[src/sv/cld_pkg.sv]
`timescale 1ns / 1ps
// shared types and constants of the catapult launch detector
// used by cld_core and catapult_launch_detector, no dependencies
package cld_pkg;

    // launch phase codes
    typedef enum logic [1:0] {
        PH_WAITING = 2'd0,
        PH_CONTROL = 2'd1,
        PH_MOTORS  = 2'd2
    } t_phase;

    // configuration register indexes
    localparam int unsigned CFG_IDX_W = 8;
    localparam logic [CFG_IDX_W-1:0] CFG_ACCEL_THR    = 8'd0;
    localparam logic [CFG_IDX_W-1:0] CFG_TIME_THR     = 8'd1;
    localparam logic [CFG_IDX_W-1:0] CFG_MOTOR_DELAY  = 8'd2;
    localparam logic [CFG_IDX_W-1:0] CFG_PITCH_PRE    = 8'd3;

    // reset values of the configuration registers
    localparam logic signed [15:0] ACCEL_THR_RST   = 16'sd7680;
    localparam logic [31:0]        TIME_THR_RST    = 32'd50000;
    localparam logic [31:0]        MOTOR_DELAY_RST = 32'd0;
    localparam logic signed [15:0] PITCH_PRE_RST   = 16'sd3000;

    localparam logic [31:0] TIME_SAT = 32'hFFFF_FFFF;

    typedef struct packed {
        logic signed [15:0] accel_threshold;
        logic [31:0]        time_threshold_us;
        logic [31:0]        motor_delay_us;
        logic signed [15:0] pitch_limit_pre_throttle;
    } t_cfg;

    typedef struct packed {
        logic signed [15:0] accel_sample;
        logic [23:0]        elapsed_us;
        logic signed [15:0] pitch_limit_default;
        logic               restart;
    } t_item;

    typedef struct packed {
        t_phase             launch_phase;
        logic signed [15:0] pitch_limit;
    } t_result;

    // 32-bit timer plus a 24-bit step, stuck at all ones on overflow
    function automatic logic [31:0] sat_add(input logic [31:0] a, input logic [23:0] b);
        logic [32:0] s;
        s = {1'b0, a} + {9'd0, b};
        return s[32] ? TIME_SAT : s[31:0];
    endfunction

endpackage

[src/sv/cld_core.sv]
`timescale 1ns / 1ps
// launch phase state machine with the two saturating microsecond timers
// depends on cld_pkg
module cld_core (
    input  logic            i_clk,
    input  logic            i_rst_n,
    input  logic            i_adv,
    input  cld_pkg::t_item  i_item,
    input  cld_pkg::t_cfg   i_cfg,
    output cld_pkg::t_result o_res
);
    import cld_pkg::*;

    t_phase      r_phase, n_phase;
    logic [31:0] r_time, n_time;
    logic [31:0] r_delay, n_delay;
    logic [31:0] w_time_sum;
    logic [31:0] w_delay_sum;

    assign w_time_sum  = sat_add(r_time, i_item.elapsed_us);
    assign w_delay_sum = sat_add(r_delay, i_item.elapsed_us);

    always_ff @(posedge i_clk) begin
        if (!i_rst_n) begin
            r_phase <= PH_WAITING;
            r_time  <= '0;
            r_delay <= '0;
        end else if (i_adv) begin
            r_phase <= n_phase;
            r_time  <= n_time;
            r_delay <= n_delay;
        end
    end

    always_comb begin
        n_phase = r_phase;
        n_time  = r_time;
        n_delay = r_delay;
        if (i_item.restart) begin
            n_phase = PH_WAITING;
            n_time  = '0;
            n_delay = '0;
        end else begin
            unique case (r_phase)
                PH_WAITING: begin
                    if (i_item.accel_sample > i_cfg.accel_threshold) begin
                        n_time = w_time_sum;
                        if (w_time_sum > i_cfg.time_threshold_us) begin
                            n_phase = (i_cfg.motor_delay_us != '0) ? PH_CONTROL : PH_MOTORS;
                        end
                    end else begin
                        // at or below threshold, start over
                        n_time  = '0;
                        n_delay = '0;
                    end
                end
                PH_CONTROL: begin
                    n_delay = w_delay_sum;
                    if (w_delay_sum > i_cfg.motor_delay_us) begin
                        n_phase = PH_MOTORS;
                    end
                end
                default: begin
                    // motors enabled holds until restart
                end
            endcase
        end
        o_res.launch_phase = n_phase;
        o_res.pitch_limit  = (n_phase == PH_MOTORS) ? i_item.pitch_limit_default
                                                    : i_cfg.pitch_limit_pre_throttle;
    end

    a_restart_clears: assert property (@(posedge i_clk) disable iff (!i_rst_n)
        i_adv && i_item.restart |=> r_phase == PH_WAITING && r_time == '0 && r_delay == '0)
        else $error("restart did not clear the detector");

    a_motors_hold: assert property (@(posedge i_clk) disable iff (!i_rst_n)
        r_phase == PH_MOTORS && !(i_adv && i_item.restart) |=> r_phase == PH_MOTORS)
        else $error("motors enabled left without restart");

    a_no_delay_while_waiting: assert property (@(posedge i_clk) disable iff (!i_rst_n)
        r_phase == PH_WAITING |-> r_delay == '0)
        else $error("delay timer running while waiting");

    a_frozen_on_stall: assert property (@(posedge i_clk) disable iff (!i_rst_n)
        !i_adv |=> $stable(r_phase) && $stable(r_time) && $stable(r_delay))
        else $error("detector state moved without an item");

endmodule

[src/sv/catapult_launch_detector.sv]
`timescale 1ns / 1ps
// Catapult launch detector: one result beat per input beat, in order. Each item passes
// through the input register, then the result register. A new item is accepted every
// cycle and the sustained rate is one item per clock while the result stream is not
// stalled, set by the combinational timer add, compare and phase update in cld_core.
// The output register lets one item wait in the input register while a result is
// stalled. Configuration writes are always accepted and take effect for the next item
// evaluated; indexes above 3 are ignored.
// top level: stream ports, configuration registers, input and result registers
// depends on cld_pkg and cld_core
module catapult_launch_detector (
    input  logic        i_clk,
    input  logic        i_rst_n,
    // input stream
    input  logic        s_axis_tvalid,
    output logic        s_axis_tready,
    input  logic [55:0] s_axis_tdata,   // accel_sample[15:0], elapsed_us[39:16],
                                        // pitch_limit_default[55:40]
    input  logic [0:0]  s_axis_tuser,   // restart[0]
    // result stream
    output logic        m_axis_tvalid,
    input  logic        m_axis_tready,
    output logic [23:0] m_axis_tdata,   // launch_phase[1:0], pitch_limit[17:2], zeros
    // configuration writes
    input  logic        i_cfg_valid,
    output logic        o_cfg_ready,
    input  logic [cld_pkg::CFG_IDX_W-1:0] i_cfg_index,
    input  logic [31:0] i_cfg_data
);
    import cld_pkg::*;

    t_cfg    r_cfg;
    t_item   r_in;
    logic    r_in_valid;
    t_result r_out;
    logic    r_out_valid;
    t_result w_res;
    logic    w_adv;

    assign o_cfg_ready = 1'b1;

    always_ff @(posedge i_clk) begin
        if (!i_rst_n) begin
            r_cfg.accel_threshold          <= ACCEL_THR_RST;
            r_cfg.time_threshold_us        <= TIME_THR_RST;
            r_cfg.motor_delay_us           <= MOTOR_DELAY_RST;
            r_cfg.pitch_limit_pre_throttle <= PITCH_PRE_RST;
        end else if (i_cfg_valid) begin
            unique case (i_cfg_index)
                CFG_ACCEL_THR:   r_cfg.accel_threshold          <= i_cfg_data[15:0];
                CFG_TIME_THR:    r_cfg.time_threshold_us        <= i_cfg_data;
                CFG_MOTOR_DELAY: r_cfg.motor_delay_us           <= i_cfg_data;
                CFG_PITCH_PRE:   r_cfg.pitch_limit_pre_throttle <= i_cfg_data[15:0];
                default: ;
            endcase
        end
    end

    // item moves to the result register when that one is free or being drained
    assign w_adv         = r_in_valid && (!r_out_valid || m_axis_tready);
    assign s_axis_tready = !r_in_valid || w_adv;

    always_ff @(posedge i_clk) begin
        if (!i_rst_n) begin
            r_in_valid <= 1'b0;
        end else if (s_axis_tvalid && s_axis_tready) begin
            r_in_valid <= 1'b1;
        end else if (w_adv) begin
            r_in_valid <= 1'b0;
        end
    end

    always_ff @(posedge i_clk) begin
        if (s_axis_tvalid && s_axis_tready) begin
            r_in.accel_sample        <= s_axis_tdata[15:0];
            r_in.elapsed_us          <= s_axis_tdata[39:16];
            r_in.pitch_limit_default <= s_axis_tdata[55:40];
            r_in.restart             <= s_axis_tuser[0];
        end
    end

    cld_core u_core (
        .i_clk   (i_clk),
        .i_rst_n (i_rst_n),
        .i_adv   (w_adv),
        .i_item  (r_in),
        .i_cfg   (r_cfg),
        .o_res   (w_res)
    );

    always_ff @(posedge i_clk) begin
        if (!i_rst_n) begin
            r_out_valid <= 1'b0;
        end else if (w_adv) begin
            r_out_valid <= 1'b1;
        end else if (m_axis_tready) begin
            r_out_valid <= 1'b0;
        end
    end

    always_ff @(posedge i_clk) begin
        if (w_adv) begin
            r_out <= w_res;
        end
    end

    assign m_axis_tvalid = r_out_valid;
    assign m_axis_tdata  = {6'd0, r_out.pitch_limit, r_out.launch_phase};

    a_out_only_from_in: assert property (@(posedge i_clk) disable iff (!i_rst_n)
        !r_out_valid && !w_adv |=> !r_out_valid)
        else $error("result beat appeared without an item");

    a_no_overwrite: assert property (@(posedge i_clk) disable iff (!i_rst_n)
        r_in_valid && r_out_valid && !m_axis_tready |-> !s_axis_tready)
        else $error("input register accepted over a stalled item");

    a_adv_needs_item: assert property (@(posedge i_clk) disable iff (!i_rst_n)
        w_adv |-> r_in_valid)
        else $error("detector advanced without an item");

endmodule

[config.mk]
export PLATFORM = sky130hd
export DESIGN_NAME = catapult_launch_detector
export DESIGN_NICKNAME = d
export VERILOG_FILES = /design/src/sv/cld_pkg.sv /design/src/sv/cld_core.sv /design/src/sv/catapult_launch_detector.sv
export SDC_FILE = /design/constraint.sdc
export NUM_CORES = 1
export LEC_CHECK = 0
export BUFFER_PORTS_ARGS = -buffer_cell sky130_fd_sc_hd__buf_2
export CORE_MARGIN = 4
export CORE_UTILIZATION = 60
export DETAILED_ROUTE_END_ITERATION = 7
export PLACE_DENSITY = 0.8
export SLEW_MARGIN = 20
export SYNTH_ARGS = -nofsm -noshare
export SYNTH_HDL_FRONTEND = slang
export SYNTH_HIERARCHICAL = 1
export SYNTH_SLANG_ARGS = --single-unit
[constraint.sdc]
create_clock -name i_clk -period 10 [get_ports i_clk]
set_input_delay 1 -clock i_clk [delete_from_list [all_inputs] [get_ports i_clk]]
set_output_delay 1 -clock i_clk [all_outputs]
set_load 0.01 [all_outputs]
Word level (Yosys, flattened, before mapping)

Index checks and enable logic that the tools add are counted.
W data, S select, Z words.

Bits in registers: 239
Output and inout bits: 27
Word-level logic and storage cells: 64

Add/subtract/negate cells: 2
$lt $le $gt $ge: 3
Equal/unequal tests: 6
Multiplexer cells: 19
Reduce and logical (&&, ||, !) cells: 19

Operator list:

| kind                 | count |
|---|---|
| $mux W32             | 7 |
| $add A32 B24 Y33     | 2 |
| $gt A32 B32 Y1       | 2 |
| $pmux W32 S2         | 1 |
| $reduce_bool A32 Y1  | 1 |
| $eq A8 B2 Y1 const B | 2 |
| $gt A16 B16 Y1       | 1 |
| $mux W16             | 1 |
| $mux W2              | 5 |
| $reduce_and A2 Y1    | 5 |
| $eq A8 B1 Y1 const B | 1 |
| $logic_not A8 Y1     | 1 |
| $reduce_bool A2 Y1   | 3 |
| $mux W1              | 4 |
| $pmux W2 S2          | 1 |
| $ne A3 B3 Y1 const B | 1 |
| $reduce_and A3 Y1    | 1 |
| $reduce_bool A3 Y1   | 1 |
| $eq A2 B1 Y1 const B | 1 |
| $eq A2 B2 Y1 const B | 1 |
| $logic_and A1 B1 Y1  | 2 |
| $logic_not A1 Y1     | 2 |
| $logic_not A2 Y1     | 1 |
| $logic_or A1 B1 Y1   | 2 |

Depth between registers and ports, before layout

Word-level depth: 9
Mapped depth: 23

Cells and area by module

Netlist, hierarchy kept.

Modules (own cells, without submodules):

| module                   | times used | cells each | area an instance (um^2) | seq. area each (um^2) |
|---|---|---|---|---|
| cld_core                 | 1          | 1019       | 7997.7                  | 1321.3 |
| catapult_launch_detector | 1          | 458        | 6170.9                  | 4214.0 |

Worst setup path before layout

OpenSTA, ideal clock, no wires.

Kind: reg2reg
From: reg r_in[17] in the netlist's numbering
To: reg r_out, in the netlist m_axis_tdata[10], data pin
Setup time: 0.260 ns
Arrival: 5.173 ns
Setup slack: 4.566 ns
Stages on the path, launching flop included: 24
Path through: edfxtp_1 ha_1 fa_1 a211oi_2 o21bai_2 o41ai_4 a21oi_2 a211oi_4 or2_1 buf_4 buf_6 nand2_1 mux2_2 ha_1 nand4_1 nor3_1 nand4_1 or4_1 o211ai_1 nor3_1 a211o_1 buf_6 buf_12 mux2_4

RTL lines:

| item                 | RTL line                        | RTL |
|---|---|---|
| start, declared      | catapult_launch_detector.sv:33  | `t_item r_in;` |
| end signal, assigned | catapult_launch_detector.sv:103 | `r_out <= w_res;` |
| end, declared        | catapult_launch_detector.sv:35  | `t_result r_out;` |

==> results.cfg <==
[status]
status = complete, no violations

[logic_synthesis]
synth_top_area_share_pct = 23.2
yosysTopAreaCell = dfxtp_1
ys_seq_area_share_pct = 39.1
avgSynthCellArea_um2 = 9.59
yosys-top-cells-count = nand2_1, dfxtp_1, ha_1, mux2i_1, inv_1
synth_ff_type = dfxtp_1
synth_area_um2 = 14200
async_flop_share_pct = 0
synth_most_common_cell = nand2_1
synth_edf_count = 75
synth_cell_types = 89
synth_seq_cells = 239
yosys-top-cells-area = dfxtp_1, edfxtp_1, ha_1
ys_warn_count = 6
synthCells = 1477

[global_route]
antenna_found_initial = 0
grt_pass1_wl_um = 58400
grtUsageTotal_pct = 27.6
grt_start_max_net_pins = 89
grt_overflow_total = 0
grt_pass1_vias = 11100

[cells_and_area]
utilization_pct = 68.7
antennaDiodeCount = 0
layout.cells.non_filler = 1905
nNetsFinal = 1804
design_area_um2 = 15700
multi_input_area_um2 = 7840
syn_to_final_growth_pct = 11.1
fillers = 1779
layout-drive-gt1-share_pct = 13.8
seqCellArea_um2 = 5540

[clocking]
clk_latency_ns = 0.56
clock_path_buffers = 3
tritoncts = done
post_cts_buffers = 0
cts-buffers-inserted = 26
root_buffer = clkbuf_16
post_cts_resized = 0
cts.sinks = 239
cts_hold_buf = 0
clk_pin_slew_ns = 0.06
htreeDepth = 1

[sta]
hold_viol_final = 0
worst_slew_margin_rel_pct = 33.2
fin_ws_ns = 3.23
fin_skew_ns = 0.0354
fmax_mhz = 148
slew_violations = 0
post-route-period-util_pct = 67.7
whs_ns = 0.459
fin_setup_tns_ns = 0
finalCriticalPeriod_ns = 6.77
setup_violations = 0
worstMarginPinSlew_ns = 1.00
rsz0062_at_grt = no

[worst_setup_path]
timing_worst_setup_path_type = reg2reg
r2r_slack_ns = 3.23
timing.rr.start = r_in[17]
endpoint_kind = flip-flop
crit_fanout = 24
r2r-end = m_axis_tdata[14]
startpoint_type = flip-flop
arrival_ns = 7.04
required_ns = 10.27
reg2reg_depth = 19

[pwr]
powerDensity_nw_per_um2 = 146
p_seq_share_pct = 45.1
pwr-share-comb_pct = 10.1
swShare_pct = 24.1
internal-power_mw = 1.75
p_switching_mw = 0.555
p_clk_share_pct = 44.9
ir_worst_vdd_mv = 0.124
p_total_mw = 2.31
p_leak_nw = 6.84

[detailed_routing]
dr.pass1.iters = 5
route.vias.total = 11500
routed_via_density = 6.05
drt-total-wl_um = 37200
drt_iter0_markers = 916
routedWlPerCell_um = 19.5
drc_errors = 0
ant_nets = 0

[die]
die_area_um2 = 26100
row_count = 55
die_h_um = 162
ios = 129
fp.coreArea_um2 = 22900
die-width_um = 162
initial_core_util_pct = 61.8

[placement]
hpwl_um = 27900
place_ws_ns = 3.35
post-place-cells = 1857
port_buffers = 121
place_area_um2 = 14800
gp_congestion = 0.921

[hold_path]
hold_path_end = r_cfg[76]
min_from = r_cfg[76]
hold_depth = 2
hp-class = reg2reg

[job]
max_cap_violations = 0
[per-layer routing]
metal	routed length, µm	GRT usage, %	share of wire, %
met4	822	6.11	2.2
met2	17200	45.9	46
met5	0	0	0
met3	2610	4.14	7.0
met1	16600	38.5	45
[registers in the layout, summed over array words and instances (netlist names)]
register and flops:
r_cfg 96, r_in 57, u_core/r_delay 32, u_core/r_time 32, m_axis_tdata 18, u_core/r_phase 2, m_axis_tvalid 1, r_in_valid 1
[critical path, cell delays in order (launching register included)]
cell and delay, ns:
edfxtp_1 0.41, ha_1 0.25, fa_1 0.45, a211oi_2 0.30, o21bai_2 0.14, o41ai_4 0.42, a21oi_2 0.20, a211oi_4 0.54
or2_1 0.69, nand2_1 0.10, mux2_2 0.29, ha_1 0.29, nand4_1 0.15, nor3_1 0.28, nand4_1 0.19, or4_1 0.43
o211ai_1 0.16, nor3_1 0.08, a211o_1 0.65, mux2_4 0.45
[layout by cell type, fill, tap and decap left out, types with 20 or more instances in the layout]
cell         n
dfxtp_1    164
clkbuf_16   27
a21o_1      31
ha_1       128
a22o_1      42
mux2i_1    101
nor3_1      28
nor2b_1     39
nor2_1      46
nand3_1     25
nand2_1    215
buf_2      120
edfxtp_1    75
nand4_1     25
inv_1       99
xnor2_1     20
a21oi_1     78
o21ai_0     48
[cell families after synthesis]
family                     Yosys count  share of synthesized area (%)
xor gates and xnor gates            38                           2.35
and+or+nand+nor                    458                           15.9
AOI/OAI and AO/OA                  319                           16.1
muxes                              124                           9.23
buffers and inverters              167                           5.78
other                                2                         0.0530
adders and majority gates          130                           11.6
DFF                                239                           39.1
[how the worst max path moves through the flow]
| stage | startpoint | endpoint | slack (ns) | cells after the start |
|---|---|---|---|---|
| 2_1_floorplan | r_in[17] | m_axis_tdata[10] | 4.57 | 23 |
| 3_3_place_gp | r_in[17] | m_axis_tdata[10] | 3.53 | 19 |
| 3_5_place_dp | r_in[17] | m_axis_tdata[10] | 3.35 | 19 |
| 4_1_cts | r_in[17] | m_axis_tdata[14] | 3.33 | 19 |
| 5_1_grt | r_in[17] | m_axis_tdata[14] | 2.85 | 19 |
| 6_report | r_in[17] | m_axis_tdata[14] | 3.23 | 19 |
[cell type report]
| type | instances | share of cell area (%) |
|---|---|---|
| inverter | 99 | 2.36 |
| timing repair buffer | 130 | 4.29 |
| sequential | 239 | 35.2 |
| tap | 313 | 2.49 |
| clock inverter | 13 | 1.34 |
| clock buffer | 35 | 4.55 |
| multi-input combinational | 1076 | 49.8 |
[power groups by stage]
stage	Combinational, mW	Clock (mW)	Sequential (mW)
final	0.232	1.03	1.04
after global routing	0.255	1.09	1.04
after CTS	0.229	1.05	1.04
after detailed placement	0.227	0	1.06
after global placement	0.222	0	1.06
after floorplan	0.156	0	1.06
(Power assumes the default switching activity.)
